[config.mk]
export PLATFORM = sky130hd
export DESIGN_NAME = packed_sample_unpacker
export DESIGN_NICKNAME = d
export VERILOG_FILES = /design/src/rtl/core/psu_pkg.sv /design/src/rtl/core/psu_ctrl.sv /design/src/rtl/core/psu_dp.sv /design/src/rtl/core/packed_sample_unpacker.sv
export VERILOG_INCLUDE_DIRS = /design/src /design/src/rtl/core
export SDC_FILE = /design/constraint.sdc
export NUM_CORES = 1
export LEC_CHECK = 0
export ABC_AREA = 1
export BUFFER_PORTS_ARGS = -buffer_cell sky130_fd_sc_hd__buf_2
export CELL_PAD_IN_SITES_DETAIL_PLACEMENT = 1
export CELL_PAD_IN_SITES_GLOBAL_PLACEMENT = 1
export CORE_MARGIN = 2
export CORE_UTILIZATION = 47
export CTS_BUF_LIST = sky130_fd_sc_hd__clkbuf_4 sky130_fd_sc_hd__clkbuf_8
export CTS_CLUSTER_SIZE = 12
export DETAILED_ROUTE_END_ITERATION = 7
export PLACE_DENSITY_LB_ADDON = 0.05
export RECOVER_POWER = 25
export SYNTH_ARGS = -nofsm -noshare
export SYNTH_HDL_FRONTEND = slang
export SYNTH_SLANG_ARGS = --single-unit
[constraint.sdc]
create_clock -name clk -period 9.58 [get_ports clk]
set_input_delay 0.958 -clock clk [delete_from_list [all_inputs] [get_ports clk]]
set_output_delay 0.958 -clock clk [all_outputs]
set_load 0.01 [all_outputs]
[src/rtl/core/packed_sample_unpacker_assert.svh]
// Assertion macros shared by the unpacker RTL.
// Each macro checks on the rising edge of clk and is off while rst is high.
`ifndef PACKED_SAMPLE_UNPACKER_ASSERT_SVH
`define PACKED_SAMPLE_UNPACKER_ASSERT_SVH
`ifndef SYNTH
// Same-cycle implication.
`define PSU_ASSERT_IMPLIES(lbl, ante, cons) \
  lbl: assert property (@(posedge clk) disable iff (rst) (ante) |-> (cons)) \
    else $error("unpacker assertion failed");
// Next-cycle implication.
`define PSU_ASSERT_NEXT(lbl, ante, cons) \
  lbl: assert property (@(posedge clk) disable iff (rst) (ante) |=> (cons)) \
    else $error("unpacker assertion failed");
`else
`define PSU_ASSERT_IMPLIES(lbl, ante, cons)
`define PSU_ASSERT_NEXT(lbl, ante, cons)
`endif
`endif

[src/rtl/core/psu_pkg.sv]
`timescale 1ns / 1ps
`default_nettype none
package psu_pkg;

  localparam int WORD_BITS = 16;

  localparam logic [15:0] MIN_PAYLOAD  = 16'd8954;
  localparam logic [7:0]  LAST_COUNTER = 8'd30;
  localparam logic [10:0] APID_A       = 11'd130;
  localparam logic [10:0] APID_B       = 11'd135;
  localparam logic [10:0] APID_C       = 11'd140;

  localparam logic [12:0] SAMPLES_RESET = 13'd1024;
  localparam logic [12:0] SAMPLES_MAX   = 13'd4096;
  localparam logic [4:0]  SEGS_RESET    = 5'd16;

  localparam logic [1:0] CFG_SAMPLES = 2'd0;
  localparam logic [1:0] CFG_SEGS    = 2'd1;
  localparam logic [1:0] CFG_WIDTHS  = 2'd2;

  localparam logic CMD_START = 1'b0;
  localparam logic CMD_WORD  = 1'b1;

  typedef enum logic {
    ST_IDLE,
    ST_RUN
  } state_t;

  typedef struct packed {
    logic start;  // apply a start transaction
    logic load;   // capture a payload word
    logic step;   // extract one sample or absorb the rest of the word
  } cmd_t;

  typedef struct packed {
    logic packet_active;
    logic slot_free;
    logic word_done;
  } status_t;

  // Bit width of segment idx, 1..16.
  function automatic logic [4:0] seg_width(input logic [63:0] widths, input logic [3:0] idx);
    logic [63:0] sh;
    sh = widths >> {idx, 2'b00};
    return {1'b0, sh[3:0]} + 5'd1;
  endfunction

endpackage
`default_nettype wire

[src/rtl/core/psu_ctrl.sv]
`timescale 1ns / 1ps
`default_nettype none
module psu_ctrl (
  input  logic            clk,
  input  logic            rst,
  input  logic            in_valid,
  output logic            in_ready,
  input  logic            command,
  input  psu_pkg::status_t status,
  output psu_pkg::cmd_t   cmd
);
  import psu_pkg::*;

  state_t state, state_next;

  always_ff @(posedge clk) begin
    if (rst) begin
      state <= ST_IDLE;
    end else begin
      state <= state_next;
    end
  end

  always_comb begin
    state_next = state;
    in_ready   = 1'b0;
    cmd        = '0;
    unique case (state)
      ST_IDLE: begin
        in_ready = 1'b1;
        if (in_valid) begin
          if (command == CMD_START) begin
            cmd.start = 1'b1;
          end else if (status.packet_active) begin
            cmd.load   = 1'b1;
            state_next = ST_RUN;
          end
          // drop words that arrive with no packet active
        end
      end
      ST_RUN: begin
        if (status.slot_free) begin
          cmd.step = 1'b1;
          if (status.word_done) begin
            state_next = ST_IDLE;
          end
        end
      end
      default: state_next = ST_IDLE;
    endcase
  end

endmodule
`default_nettype wire

[src/rtl/core/psu_dp.sv]
`timescale 1ns / 1ps
`default_nettype none
module psu_dp #(
  parameter int MAX_SEGMENTS = 16,
  parameter int MAX_CHANNELS = 16384
) (
  input  logic             clk,
  input  logic             rst,
  input  psu_pkg::cmd_t    cmd,
  output psu_pkg::status_t status,
  input  logic             cfg_we,
  input  logic [1:0]       cfg_index,
  input  logic [63:0]      cfg_data,
  input  logic [10:0]      apid,
  input  logic [7:0]       counter,
  input  logic [15:0]      payload_bytes,
  input  logic [15:0]      data_word,
  output logic             out_valid,
  input  logic             out_ready,
  output logic [15:0]      sample_value,
  output logic [13:0]      channel,
  output logic [15:0]      row,
  output logic [5:0]       column,
  output logic             last
);
  import psu_pkg::*;

  // configuration
  logic [12:0] samples_cfg;
  logic [4:0]  segs_cfg;
  logic [63:0] widths_cfg;

  // packet and unpacking state
  logic [15:0] line_count;
  logic [15:0] row_latch;
  logic [5:0]  column_latch;
  logic        packet_active;
  logic [3:0]  segment_index;
  logic [11:0] sample_index;
  logic [13:0] channel_index;
  logic [15:0] partial_sample;
  logic [4:0]  bits_gathered;
  logic [15:0] word;
  logic [4:0]  bit_pos;

  // step logic
  logic [12:0] eff_samples;
  logic [4:0]  eff_segs;
  logic [4:0]  width_cur;
  logic [4:0]  need;
  logic [4:0]  remain;
  logic        emit;
  logic [15:0] shifted;
  logic [16:0] mask_wide;
  logic [15:0] bits;
  logic [31:0] contrib_wide;
  logic [15:0] contrib;
  logic [4:0]  pos_after;
  logic        sample_wrap;
  logic        seg_wrap;
  logic [3:0]  seg_after;
  logic [5:0]  pos_plus_next;
  logic        step_last;
  logic [14:0] chan_inc;
  logic [13:0] chan_after;

  // start decode
  logic        long_enough;
  logic        counter_ok;
  logic        roff;
  logic        coff;
  logic [7:0]  counter_m1;

  always_comb begin
    if (samples_cfg == 13'd0) begin
      eff_samples = 13'd1;
    end else if (samples_cfg > SAMPLES_MAX) begin
      eff_samples = SAMPLES_MAX;
    end else begin
      eff_samples = samples_cfg;
    end
    if (segs_cfg == 5'd0) begin
      eff_segs = 5'd1;
    end else if (segs_cfg > 5'(MAX_SEGMENTS)) begin
      eff_segs = 5'(MAX_SEGMENTS);
    end else begin
      eff_segs = segs_cfg;
    end
  end

  always_comb begin
    width_cur    = seg_width(widths_cfg, segment_index);
    need         = (bits_gathered >= width_cur) ? 5'd1 : (width_cur - bits_gathered);
    remain       = 5'(WORD_BITS) - bit_pos;
    emit         = (need <= remain);
    shifted      = word >> bit_pos;
    mask_wide    = (17'd1 << need) - 17'd1;
    bits         = emit ? (shifted & mask_wide[15:0]) : shifted;
    contrib_wide = {16'b0, bits} << bits_gathered;
    contrib      = contrib_wide[15:0];
    pos_after    = bit_pos + need;
    sample_wrap  = ({1'b0, sample_index} + 13'd1) >= eff_samples;
    seg_wrap     = sample_wrap && (({1'b0, segment_index} + 5'd1) >= eff_segs);
    seg_after    = sample_wrap ? (segment_index + 4'd1) : segment_index;
    pos_plus_next = {1'b0, pos_after} + {1'b0, seg_width(widths_cfg, seg_after)};
    // no further sample can finish inside this word
    step_last    = seg_wrap || (pos_plus_next > 6'(WORD_BITS));
    chan_inc     = {1'b0, channel_index} + 15'd1;
    chan_after   = (chan_inc >= 15'(MAX_CHANNELS)) ? 14'd0 : chan_inc[13:0];
  end

  always_comb begin
    long_enough = (payload_bytes >= MIN_PAYLOAD);
    counter_ok  = (counter != 8'd0) && (counter <= LAST_COUNTER);
    roff        = (apid == APID_A) || (apid == APID_C);
    coff        = (apid == APID_A) || (apid == APID_B);
    counter_m1  = counter - 8'd1;
  end

  assign status.packet_active = packet_active;
  assign status.slot_free     = !out_valid || out_ready;
  // trailing bits after the last sample of a word still need an absorb step
  assign status.word_done     = !emit || seg_wrap || (pos_after == 5'(WORD_BITS));

  always_ff @(posedge clk) begin
    if (rst) begin
      samples_cfg <= SAMPLES_RESET;
      segs_cfg    <= SEGS_RESET;
      widths_cfg  <= '0;
    end else if (cfg_we) begin
      unique case (cfg_index)
        CFG_SAMPLES: samples_cfg <= cfg_data[12:0];
        CFG_SEGS:    segs_cfg    <= cfg_data[4:0];
        CFG_WIDTHS:  widths_cfg  <= cfg_data;
        default: ;
      endcase
    end
  end

  always_ff @(posedge clk) begin
    if (rst) begin
      line_count     <= '0;
      row_latch      <= '0;
      column_latch   <= '0;
      packet_active  <= 1'b0;
      segment_index  <= '0;
      sample_index   <= '0;
      channel_index  <= '0;
      partial_sample <= '0;
      bits_gathered  <= '0;
      bit_pos        <= '0;
      out_valid      <= 1'b0;
    end else begin
      if (cmd.start) begin
        segment_index  <= '0;
        sample_index   <= '0;
        channel_index  <= '0;
        partial_sample <= '0;
        bits_gathered  <= '0;
        packet_active  <= long_enough && counter_ok;
        if (long_enough && counter_ok) begin
          row_latch    <= line_count + {15'b0, roff};
          column_latch <= {counter_m1[4:0], 1'b0} + {5'b0, coff};
        end
        if (long_enough && (counter == LAST_COUNTER) && (apid == APID_A)) begin
          line_count <= line_count + 16'd2;
        end
      end
      if (cmd.load) begin
        bit_pos <= '0;
      end
      if (cmd.step) begin
        if (emit) begin
          partial_sample <= '0;
          bits_gathered  <= '0;
          bit_pos        <= pos_after;
          channel_index  <= chan_after;
          sample_index   <= sample_wrap ? 12'd0 : (sample_index + 12'd1);
          segment_index  <= seg_wrap ? 4'd0 : seg_after;
          if (seg_wrap) begin
            packet_active <= 1'b0;
          end
        end else begin
          partial_sample <= partial_sample | contrib;
          bits_gathered  <= bits_gathered + remain;
          bit_pos        <= 5'(WORD_BITS);
        end
      end
      if (cmd.step && emit) begin
        out_valid <= 1'b1;
      end else if (out_ready) begin
        out_valid <= 1'b0;
      end
    end
  end

  always_ff @(posedge clk) begin
    if (cmd.load) begin
      word <= data_word;
    end
    if (cmd.step && emit) begin
      sample_value <= partial_sample | contrib;
      channel      <= channel_index;
      row          <= row_latch;
      column       <= column_latch;
      last         <= step_last;
    end
  end

endmodule
`default_nettype wire

[src/rtl/core/packed_sample_unpacker.sv]
// A start transaction is taken while idle; a payload word is loaded while idle, then the
//   extractor steps once per finished sample, each sample showing on the output the cycle after its step.
// A further absorb step takes in trailing bits that finish no sample while the packet stays open;
//   no new transaction is taken until the word is done; a full output register stalls each step.
// Reset: rst is synchronous, active high; clears config to 1024 / 16 / 0 and all packet state.
`timescale 1ns / 1ps
`default_nettype none
`include "packed_sample_unpacker_assert.svh"
module packed_sample_unpacker #(
  parameter int MAX_SEGMENTS = 16,
  parameter int MAX_CHANNELS = 16384
) (
  input  logic        clk,
  input  logic        rst,
  // configuration writes
  input  logic        cfg_we,
  input  logic [1:0]  cfg_index,
  input  logic [63:0] cfg_data,
  // input channel
  input  logic        in_valid,
  output logic        in_ready,
  input  logic        command,
  input  logic [10:0] apid,
  input  logic [7:0]  counter,
  input  logic [15:0] payload_bytes,
  input  logic [15:0] data_word,
  // output channel
  output logic        out_valid,
  input  logic        out_ready,
  output logic [15:0] sample_value,
  output logic [13:0] channel,
  output logic [15:0] row,
  output logic [5:0]  column,
  output logic        last
);
  import psu_pkg::*;

  // The controller decides what happens each cycle: take a start or word
  // transaction while idle, then step the extractor once per cycle while the
  // output register has room. The datapath holds the packet state, the word
  // under extraction and the output register, so a finished sample can wait
  // for the consumer while the next transaction is already taken.
  cmd_t    ctrl_cmd;
  status_t dp_status;

  psu_ctrl u_ctrl (
    .clk      (clk),
    .rst      (rst),
    .in_valid (in_valid),
    .in_ready (in_ready),
    .command  (command),
    .status   (dp_status),
    .cmd      (ctrl_cmd)
  );

  psu_dp #(
    .MAX_SEGMENTS (MAX_SEGMENTS),
    .MAX_CHANNELS (MAX_CHANNELS)
  ) u_dp (
    .clk           (clk),
    .rst           (rst),
    .cmd           (ctrl_cmd),
    .status        (dp_status),
    .cfg_we        (cfg_we),
    .cfg_index     (cfg_index),
    .cfg_data      (cfg_data),
    .apid          (apid),
    .counter       (counter),
    .payload_bytes (payload_bytes),
    .data_word     (data_word),
    .out_valid     (out_valid),
    .out_ready     (out_ready),
    .sample_value  (sample_value),
    .channel       (channel),
    .row           (row),
    .column        (column),
    .last          (last)
  );

  // Never step the extractor into a full output register.
  `PSU_ASSERT_IMPLIES(a_step_needs_slot, ctrl_cmd.step, out_ready || !out_valid)
  // Extraction and intake never overlap.
  `PSU_ASSERT_IMPLIES(a_step_not_ready, ctrl_cmd.step, !in_ready)
  // A word is only loaded for an active packet.
  `PSU_ASSERT_IMPLIES(a_load_active, ctrl_cmd.load, dp_status.packet_active)
  // Once a word finishes, intake opens again.
  `PSU_ASSERT_NEXT(a_done_reopens, ctrl_cmd.step && dp_status.word_done, in_ready)

endmodule
`default_nettype wire

# After elaboration in Yosys (flattened, before gate mapping)
# Cells that the tools add are included.
[totals]
register_bits = 248
in_bits = 123
elab_cells = 135
[classes]
add_sub_neg = 17
magnitude_cmp = 10
n_eq_ne = 7
n_shift = 5
n_mux = 46
n_bitwise = 3
reduce_logical = 26
[ops]
columns = ["cell", "n"]
rows = [
  [">> shifter 64 x 6 -> 4 bit", 2],
  ["two-way mux 16 bit", 4],
  ["two-way mux 14 bit", 4],
  ["two-way mux 12 bit", 4],
  ["two-way mux 5 bit", 9],
  ["== test 11 x 8 -> 1 bit (second input constant)", 3],
  ["two-way mux 13 bit", 2],
  ["two-way mux 4 bit", 5],
  ["adder 16 x 1 -> 16 bit", 1],
  ["adder 16 x 2 -> 16 bit (second input constant)", 1],
  ["bitwise AND 16 bit", 1],
  [">= comparator 16 x 14 -> 1 bit (second input constant)", 1],
  ["OR 16 bit", 1],
  ["left shift 1 x 5 -> 16 bit (first input constant)", 1],
  ["left shift 16 x 5 -> 16 bit", 1],
  [">> shifter 16 x 5 -> 16 bit", 1],
  ["subtractor 16 x 1 -> 16 bit (second input constant)", 1],
  ["adder 14 x 1 -> 15 bit (second input constant)", 1],
  ["adder 4 x 1 -> 5 bit (second input constant)", 3],
  [">= comparator 15 bit (second input constant)", 1],
  ["two-way mux 1 bit", 15],
  ["adder 12 x 1 -> 13 bit (second input constant)", 1],
  [">= comparator 13 bit", 1],
  ["> comparator 13 bit (second input constant)", 1],
  ["other kinds (29)", 49],
]

# Logic depth before layout (Yosys ltp)
# Gate-level depths: netlist of the first run.
[depth]
ltp_word = 12
mapped_depth = 39
ltp_nobuf = 37

# By module
# From an unflattened synthesis of the first run, not the netlist that was laid out.
[hier_totals]
hier_cells = 1864
hier_area_um2 = 13937.1
[modules_own_cells]
columns = ["mod", "n_inst", "cells_per_inst", "area_each_um2", "seq_area_each_um2"]
rows = [
  ["psu_dp", 1, 1850, 13862.0, 5615.4],
  ["psu_ctrl", 1, 14, 75.1, 20.0],
]

# Worst setup path before layout of the first run
# No wires, ideal clock.
[synth_path]
path_kind = "reg2reg"
startpoint = "register u_dp.segment_index[0]"
endpoint = "register u_dp.channel_index[12]"
setup_time_ns = 0.095
arrival_time_ns = 6.171
required_ns = 9.485
slack_ns = 3.313
path_stages_with_launch = 28
period_less_slack_ns = 6.267
path_cell_list = "dfxtp_1 -> clkbuf_1 -> clkinv_1 -> clkbuf_1 -> o21ai_0 -> o22ai_1 -> o221ai_1 -> nand2_1 -> ha_1 -> inv_1 -> fa_1 -> nand3b_1 -> nand2_1 -> nand2_1 -> nand2_2 -> inv_1 -> nor2_1 -> ha_1 -> nand2_1 -> inv_1 -> nand3_1 -> o221ai_1 -> nand2_1 -> clkinv_1 -> nor2_1 -> clkbuf_1 -> o21ai_0 -> a221oi_1"
[synth_via]
elab_chain_len = 7
word_cells_on_any_way = 8
[synth_rtl]
columns = ["item", "line", "source"]
rows = [
  ["start: declaration", "psu_dp.sv:38", "logic [3:0] segment_index;"],
  ["start signal: assignment", "psu_dp.sv:179", "segment_index <= seg_wrap ? 4'd0 : seg_after;"],
  [">> shifter 64 x 6 -> 4 bit *", "psu_pkg.sv:44", "sh = widths >> {idx, 2'b00};"],
  ["adder 4 x 1 -> 5 bit *", "psu_pkg.sv:45", "return {1'b0, sh[3:0]} + 5'd1;"],
  ["subtractor 5 bit or >= comparator 5 bit (tied branches)", "psu_dp.sv:93", "need = (bits_gathered >= width_cur) ? 5'd1 : (width_cur - bits_gathered);"],
  ["two-way mux 5 bit *", "psu_dp.sv:93", ""],
  ["less-or-equal comparator 5 bit *", "psu_dp.sv:95", "emit = (need <= remain);"],
  ["two-way mux 14 bit *", "psu_dp.sv:173", "if (emit) begin"],
  ["two-way mux 14 bit *", "psu_dp.sv:172", "if (cmd.step) begin"],
  ["end signal: assignment", "psu_dp.sv:177", "channel_index <= chan_after;"],
  ["end: declaration", "psu_dp.sv:40", "logic [13:0] channel_index;"],
]
# Every way passes the cells marked *; elsewhere a longest branch is shown, timed or not.
# A chain may end at the register's enable or synchronous reset.

# Worst setup path in the final report of the first run
# Same ends and word-level chain as after synthesis.

==> impl_results.md, run 1 <==
* Status: complete, no violations
* EDFF count, synth at 69
* Worst path slowest cell: nor2_4
* Worst R2R End: u_dp.channel_index[12]$_SDFF_PP0_
* Rel. slew slack at 18.4%
* Share of cells above drive strength 1 at 14.2%
* Dpl hpwl at 29300 um
* Combinational share of power at 12.8%
* Pleak at 6.63 nW
* CTS HTree Levels at 2
* Placed cell area at 14800 um^2
* Worst VDD drop at 0.102 mV
* Internal power at 1.80 mW
* Switching Fraction at 27.8%
* Slew Limit Fails at 0
* Antenna violations before repair at 6
* Worst Clk Skew at 0.0305 ns
* CP required at 10.04 ns
* Minimum clock period at 7.91 ns
* Area leader, netlist: dfxtp_1
* Max Clk Rate at 0.126 GHz
* First-pass detailed-route iteration total at 5
* Post-Syn Area per Cell at 7.35 um^2
* Setup tns final at 0 ns
* Largest cells by area after synthesis: dfxtp_1 26%, edfxtp_1 15%, nand2_1 8.4%, o21ai_0 8.1%, nor2_1 6.7%
* Via count at 13300
* Critical path, cell by cell: buf_4 > clkinv_1 > o21ai_0 > o21ai_0 > o211ai_1 > nand2_1 > ha_1 > xnor2_1 > inv_1 > ha_1 > xnor2_1 > inv_1 > nor2_2 > ha_1 > a21oi_1 > o221ai_1 > nand2_1 > clkinv_1 > nor2_4 > buf_4 > o21ai_0 > a221oi_1
* Worst skew pair latency at 0.58 ns
* Crit share post-route at 82.6%
* CTS tree: built
* CP max FO at 37
* PnR Total Power at 2.50 mW
* R2R setup slack at 1.67 ns
* Vias in the first global route at 13800
* Worst setup path class: reg2reg
* Part of the power in the clock network at 42.7%
* Startpoint Class: flip-flop
* Hold Crit Depth at 0
* Num Clock Sinks at 247
* CTS Buf Count at 43
* Post-DR wirelength/cell at 16.8 um
* Fin area at 15700 um^2
* Clock-pin slew on the worst setup and hold paths at 0.06 ns
* GR Overflow Total at 0
* DR WL met2 at 20200 um
* Starting Density at 47.7%
* Setup violators final at 0
* WL final at 40900 um
* YS warnings at 0
* Reg2Reg Depth at 22
* Endpoint, Worst Hold: u_dp.row[10]$_DFFE_PP_
* Top FF cell, synth: dfxtp_1
* Port bufs at 176
* CTS root buffer: clkbuf_8
* DR iter-0 viols at 735
* Detail Route Antenna Nets at 0
* Die Height at 175 um
* Max clock buf depth at 3
* Cells after DPL at 2348
* Layout area overhead at 15.0%
* Largest net degree at the start of global routing at 115
* CP Capture Type: flip-flop
* Row count at 62
* DRT met1 WL at 18000 um
* Final core occ at 54.8%
* Post-CTS Setup Bufs at 0
* Hold buffer count at CTS at 0
* Final Non-Filler Cells at 2430
* Post-Syn Area at 13700 um^2
* Max cap viols at 0
* Synth cell types at 62
* Hold Vio Cnt, Final at 0
* Syn_nets at 2039
* First-pass GRT wire length at 67700 um
* Sequential fraction of design power at 44.4%
* Drt drc at 0
* Measured slew at the worst slew-check pin at 1.22 ns
* Class of the worst hold path: reg2reg
* Highest metal used: met5
* GP Congestion at 0.869
* Vias per inst at 5.48
* Die area at 30500 um^2
* CP peak stage delay at 0.90 ns
* RSZ-0062 raised after global routing: false
* Synth top area share at 26.0%
* Yosys reg bits at 247
* Post-CTS resize count at 0
* Async SR Flop Fraction at 0%
* WP data arrival at 8.37 ns
* Reg2reg start: u_dp.segment_index[0]$_SDFF_PP0_
* Met3 Wirelength at 1650 um
* Sw Pwr at 695 uW
* Die width at 175 um
* Sequential area share after synthesis at 41.2%
* Pwr Density at 159 nW/um^2
* Final net count at 2186
* Fillers at 3760
* # IOs at 178
* Hold path startpoint: u_dp.row_latch[10]$_SDFFE_PP0P_
* Post-Synthesis Cells at 1862
* Core outline area at 28700 um^2
* Gr usage total at 26.7%
==> area by class of cell <==
class,instances,area [um^2],area share [%]
clock buffer,57,747,4.74
clock inverter,23,209,1.33
tap,384,480,3.05
sequential,247,5640,35.8
multi-input combinational,1332,6980,44.4
inverter,198,748,4.75
timing repair buffer,187,933,5.93
antenna,2,5.00,0.0318
==> cells by family (layout without fill, tap and decap cells) <==
| family | count (synthesis) | after routing | share of synthesized area [%] |
|---|---|---|---|
| buffers and inverters | 283 | 465 | 7.93 |
| AND/OR/NAND/NOR | 792 | 792 | 25.2 |
| XOR/XNOR | 34 | 34 | 2.18 |
| flip-flops | 247 | 247 | 41.2 |
| multiplexers | 3 | 3 | 0.219 |
| AO/OA/AOI/OAI | 449 | 449 | 18.2 |
| other | 0 | 2 | 0 |
| adder cells (fa/ha/maj) | 54 | 54 | 5.15 |
==> metrics by stage <==
stage,worst slack (ns),hold slack (ns)
2_1_floorplan,3.31,0.403
3_3_place_gp,2.13,0.411
3_5_place_dp,1.87,0.414
4_1_cts,1.76,0.428
5_1_grt,0.910,0.440
6_report,1.67,0.430
==> registers in the layout (all words and copies together) (netlist names) <==
signal               count
u_dp.widths_cfg         64
u_dp.partial_sample     16
u_dp.row                16
u_dp.row_latch          16
u_dp.sample_value       16
u_dp.word               16
u_dp.line_count         15
u_dp.channel            14
u_dp.channel_index      14
u_dp.samples_cfg        13
u_dp.sample_index       12
u_dp.column              6
u_dp.column_latch        6
u_dp.bit_pos             5
u_dp.bits_gathered       5
u_dp.segs_cfg            5
u_dp.segment_index       4
u_ctrl.state             1
u_dp.last                1
u_dp.out_valid           1
u_dp.packet_active       1
==> worst max-delay path: cells and delay by family (launching register included) <==
| family | cells | cell delay (ns) |
|---|---|---|
| buffers and inverters | 6 | 2.60 |
| flip-flops | 1 | 0.31 |
| adder cells (fa/ha/maj) | 3 | 0.88 |
| AND/OR/NAND/NOR | 4 | 1.79 |
| AO/OA/AOI/OAI | 7 | 1.55 |
| XOR/XNOR | 2 | 0.62 |
==> cell usage in the layout, fill, tap and decap left out, types with 5 or more instances in the layout <==
cell / synthesis / final
o221ai_1: 10 / 10
nor4_1: 11 / 11
inv_2: 4 / 6
a221oi_1: 6 / 6
buf_2: 12 / 152
a21oi_1: 140 / 140
o21ai_1: 9 / 9
xor2_1: 25 / 25
nand3_2: 6 / 6
xnor2_1: 9 / 9
nor2_1: 243 / 241
o21ai_0: 221 / 221
a31oi_1: 5 / 5
or2_2: 5 / 5
nor3_1: 18 / 17
clkbuf_1: 70 / 24
edfxtp_1: 69 / 69
and3_1: 7 / 7
inv_1: 187 / 185
o211ai_1: 18 / 18
ha_1: 50 / 50
nand2_2: 12 / 12
clkbuf_8: 0 / 51
a22oi_1: 5 / 5
clkbuf_4: 0 / 6
clkinv_1: 6 / 9
nand3_1: 148 / 148
nand4_1: 18 / 18
nand2_1: 308 / 308
clkinv_2: 0 / 12
buf_4: 1 / 11
dfxtp_1: 178 / 178
==> per-layer routing <==
metal	vias up	track usage, %
li1	6584	-
met1	6395	32.8
met2	244	47.9
met3	80	4.68
met4	8	7.64
met5	-	0
==> synth_stat cells, types with 4 or more instances <==
cell / count
a31oi_1: 5
dfxtp_1: 178
nand2_1: 308
buf_2: 12
a21oi_1: 140
clkinv_1: 6
inv_2: 4
o21ai_1: 9
nand3_2: 6
a22oi_1: 5
o21ai_0: 221
fa_1: 4
nand3_1: 148
a221oi_1: 6
clkbuf_1: 70
nor4_1: 11
ha_1: 50
xor2_1: 25
nand2_2: 12
o22ai_1: 4
edfxtp_1: 69
nand4_1: 18
or2_2: 5
a21oi_2: 4
nor3_1: 18
o211ai_1: 18
and3_1: 7
o221ai_1: 10
nor2_1: 243
o21bai_1: 4
xnor2_1: 9
inv_1: 187
==> power groups by stage <==
stage	Sequential [mW]	Clock [mW]	Combinational [mW]
2_1_floorplan	1.13	0	0.223
3_3_place_gp	1.13	0	0.307
3_5_place_dp	1.13	0	0.320
4_1_cts	1.11	1.09	0.322
5_1_grt	1.11	1.13	0.366
6_report	1.11	1.07	0.321
==> worst max-delay path by stage <==
stage,startpoint,to,slack (ns),cells past startpoint
2_1_floorplan,u_dp.segment_index[0]$_SDFF_PP0_,u_dp.channel_index[12]$_SDFF_PP0_,3.31,27
3_3_place_gp,u_dp.segment_index[0]$_SDFF_PP0_,u_dp.channel_index[12]$_SDFF_PP0_,2.13,26
3_5_place_dp,u_dp.segment_index[0]$_SDFF_PP0_,u_dp.channel_index[12]$_SDFF_PP0_,1.87,22
4_1_cts,u_dp.segment_index[0]$_SDFF_PP0_,u_dp.channel_index[12]$_SDFF_PP0_,1.76,27
5_1_grt,u_dp.segment_index[0]$_SDFF_PP0_,u_dp.channel_index[12]$_SDFF_PP0_,0.91,22
6_report,u_dp.segment_index[0]$_SDFF_PP0_,u_dp.channel_index[12]$_SDFF_PP0_,1.67,22
(Power assumes the default switching activity.)
==> run 2, diff against run 1 <==
--- a/config.mk
+++ b/config.mk
@@ -11,7 +11,7 @@
 export CELL_PAD_IN_SITES_DETAIL_PLACEMENT = 1
 export CELL_PAD_IN_SITES_GLOBAL_PLACEMENT = 1
 export CORE_MARGIN = 2
-export CORE_UTILIZATION = 47
+export CORE_UTILIZATION = 40
 export CTS_BUF_LIST = sky130_fd_sc_hd__clkbuf_4 sky130_fd_sc_hd__clkbuf_8
 export CTS_CLUSTER_SIZE = 12
 export DETAILED_ROUTE_END_ITERATION = 7
==> constraint.sdc (replaced) <==
create_clock -name clk -period 7.1 [get_ports clk]
set_input_delay 0.71 -clock clk [delete_from_list [all_inputs] [get_ports clk]]
set_output_delay 0.71 -clock clk [all_outputs]
set_load 0.01 [all_outputs]
==> impl_results.md, run 2 (synthesis results as in run 1) <==
* CP required at 7.59 ns (was 10.04 ns)
* Dpl hpwl at 30300 um (was 29300 um)
* Largest net degree at the start of global routing at 88 (was 115)
* Setup tns final at 0 ns (unchanged)
* Worst R2R End: u_dp.channel_index[12]$_SDFF_PP0_ (unchanged)
* CP Capture Type: flip-flop (unchanged)
* Crit share post-route at 86.2% (was 82.6%)
* Pwr Density at 209 nW/um^2 (was 159 nW/um^2)
* WP data arrival at 6.62 ns (was 8.37 ns)
* Core outline area at 33600 um^2 (was 28700 um^2)
* FF/Latch Area at 5640 um^2 (unchanged)
* DRT met1 WL at 19200 um (was 18000 um)
* Hold Vio Cnt, Final at 0 (unchanged)
* GR Overflow Total at 0 (unchanged)
* RSZ-0062 raised after global routing: false (unchanged)
* Status: complete, no violations (unchanged)
* Die width at 189 um (was 175 um)
* Max clock buf depth at 3 (unchanged)
* DR WL met2 at 19500 um (was 20200 um)
* Hold Crit Depth at 1 (was 0)
* Detail Route Antenna Nets at 0 (unchanged)
* Commonest non-fill, non-tap cells in the layout: 308 x nand2_1, 241 x nor2_1, 221 x o21ai_0 (unchanged)
* Clock-pin slew on the worst setup and hold paths at 0.06 ns (about the same)
* Measured slew at the worst slew-check pin at 1.16 ns (was 1.22 ns)
* Hold slack final at 0.260 ns (was 0.430 ns)
* CTS Buf Count at 45 (was 43)
* Via count at 13100 (was 13300)
* Final Non-Filler Cells at 2506 (was 2430)
* Worst setup path class: reg2reg (unchanged)
* Worst Clk Skew at 0.0241 ns (was 0.0305 ns)
* Commonest non-fill, non-tap cell in the layout: nand2_1 (unchanged)
* Vias in the first global route at 13400 (was 13800)
* Worst skew pair latency at 0.62 ns (was 0.58 ns)
* Share of cells above drive strength 1 at 14.7% (was 14.2%)
* DR iter-0 viols at 678 (was 735)
* Max Clk Rate at 0.163 GHz (was 0.126 GHz)
* Antenna violations before repair at 5 (was 6)
* Max cap viols at 0 (unchanged)
* Fillers at 4312 (was 3760)
* Highest metal used: met5 (unchanged)
* Rel. slew slack at 21.8% (was 18.4%)
* Setup violators final at 0 (unchanged)
* Slew Limit Fails at 0 (unchanged)
* Class of the worst hold path: in2reg (was reg2reg)
* CTS HTree Levels at 2 (unchanged)
* First-pass detailed-route iteration total at 5 (unchanged)
* WL final at 41200 um (was 40900 um)
* Vias per inst at 5.24 (was 5.48)
* Layout area overhead at 15.8% (was 15.0%)
* Endpoint, Worst Hold: u_dp.word[15]$_DFFE_PP_ (was u_dp.row[10]$_DFFE_PP_)
* Startpoint Class: flip-flop (unchanged)
* Final net count at 2196 (was 2186)
* Post-CTS Setup Bufs at 0 (unchanged)
* R2R setup slack at 0.98 ns (was 1.67 ns)
* Drt drc at 0 (unchanged)
* Reg2Reg Depth at 22 (unchanged)
* Starting Density at 40.7% (was 47.7%)
* CTS root buffer: clkbuf_8 (unchanged)
* Row count at 67 (was 62)
* First-pass GRT wire length at 67400 um (was 67700 um)
* Port bufs at 176 (unchanged)
* Die area at 35700 um^2 (was 30500 um^2)
* Met3 Wirelength at 1720 um (was 1650 um)
* Max reg flops at 64 (unchanged)
* Multi-input logic area at 6980 um^2 (unchanged)
* GP Congestion at 0.831 (was 0.869)
* CTS tree: built (unchanged)
* Reg2reg start: u_dp.segment_index[0]$_SDFF_PP0_ (unchanged)
* Minimum clock period at 6.12 ns (was 7.91 ns)
* Most flop-heavy register: u_dp.widths_cfg (unchanged)
* Gr usage total at 23.1% (was 26.7%)
* Num Clock Sinks at 247 (unchanged)
* Worst VDD drop at 0.129 mV (was 0.102 mV)
* Cells after DPL at 2420 (was 2348)
* CP max FO at 35 (was 37)
* Hold buffer count at CTS at 0 (unchanged)
* Pleak at 6.67 nW (was 6.63 nW)
* Die Height at 189 um (was 175 um)
* Post-CTS resize count at 0 (unchanged)
* Post-DR wirelength/cell at 16.5 um (was 16.8 um)
* # IOs at 178 (unchanged)
* Hold path startpoint: data_word[15] (was u_dp.row_latch[10]$_SDFFE_PP0P_)
==> run 2: cell count changes in the layout (fill, tap and decap cells not counted), moves of 2 or more <==
cell / previous run / this run
clkinv_2: 12 / 10
buf_4: 11 / 19
bufinv_16: 3 / 0
clkinvlp_4: 3 / 1
clkbuf_4: 6 / 16
==> run 2: cell type report <==
cell class                 count  area share, %
tap                          448           3.54
clock buffer                  67           5.19
inverter                     198           4.72
clock inverter                17          0.647
antenna                        2         0.0316
sequential                   247           35.6
timing repair buffer         195           6.27
multi-input combinational   1332           44.1
==> run 2: worst max-delay path by stage <==
stage | start | end | slack, ns
after floorplan | u_dp.segment_index[0]$_SDFF_PP0_ | u_dp.channel_index[12]$_SDFF_PP0_ | 0.83
after global placement | u_dp.segment_index[0]$_SDFF_PP0_ | u_dp.sample_value[15]$_DFFE_PP_ | 1.23
after detailed placement | u_dp.segment_index[0]$_SDFF_PP0_ | u_dp.channel_index[12]$_SDFF_PP0_ | 1.04
after CTS | u_dp.segment_index[0]$_SDFF_PP0_ | u_dp.channel_index[12]$_SDFF_PP0_ | 0.97
after global routing | u_dp.segment_index[0]$_SDFF_PP0_ | u_dp.channel_index[12]$_SDFF_PP0_ | 0.26
final | u_dp.segment_index[0]$_SDFF_PP0_ | u_dp.channel_index[12]$_SDFF_PP0_ | 0.98
==> run 2: per-layer routing <==
| metal | up-vias | GRT usage (%) |
|---|---|---|
| met3 | 56 | 4.54 |
| met1 | 6265 | 30.1 |
| met2 | 211 | 39.4 |
| li1 | 6598 | - |
| met5 | - | 0 |
| met4 | 8 | 5.74 |
==> run 2: per-stage QoR <==
step                utilization [%]  area [um^2]  power [mW]  worst slack [ns]
floorplan                         -        13700        1.82             0.833
global placement               44.5        15000        1.95              1.23
detailed placement             44.5        15000        1.97              1.04
CTS                            47.2        15900        3.37             0.966
global route                   47.1        15800        3.50             0.264
finish                         47.2        15900        3.32             0.977
==> run 2: power by group <==
group	total, mW	internal (mW)	switching, mW
combinational	0.437	0.151	0.286
sequential	1.50	1.48	0.0194
clock	1.38	0.752	0.631
total	3.32	2.38	0.937
==> run 2: worst max-delay path, cell delays in order, from the launching register on <==
cell and delay, ns:
dfxtp_1 0.34, clkinv_1 0.75, o21ai_0 0.44, o21ai_0 0.12, o221ai_1 0.25, nand2_1 0.19
ha_1 0.36, inv_1 0.06, fa_1 0.41, xnor2_1 0.38, inv_1 0.17, nor2_2 0.27
ha_1 0.31, a21oi_1 0.16, o221ai_1 0.14, nand2_1 0.10, clkinv_1 0.10, buf_4 0.19
nor2_4 0.12, buf_4 0.25, buf_4 0.42, o21ai_0 0.16, a221oi_1 0.31
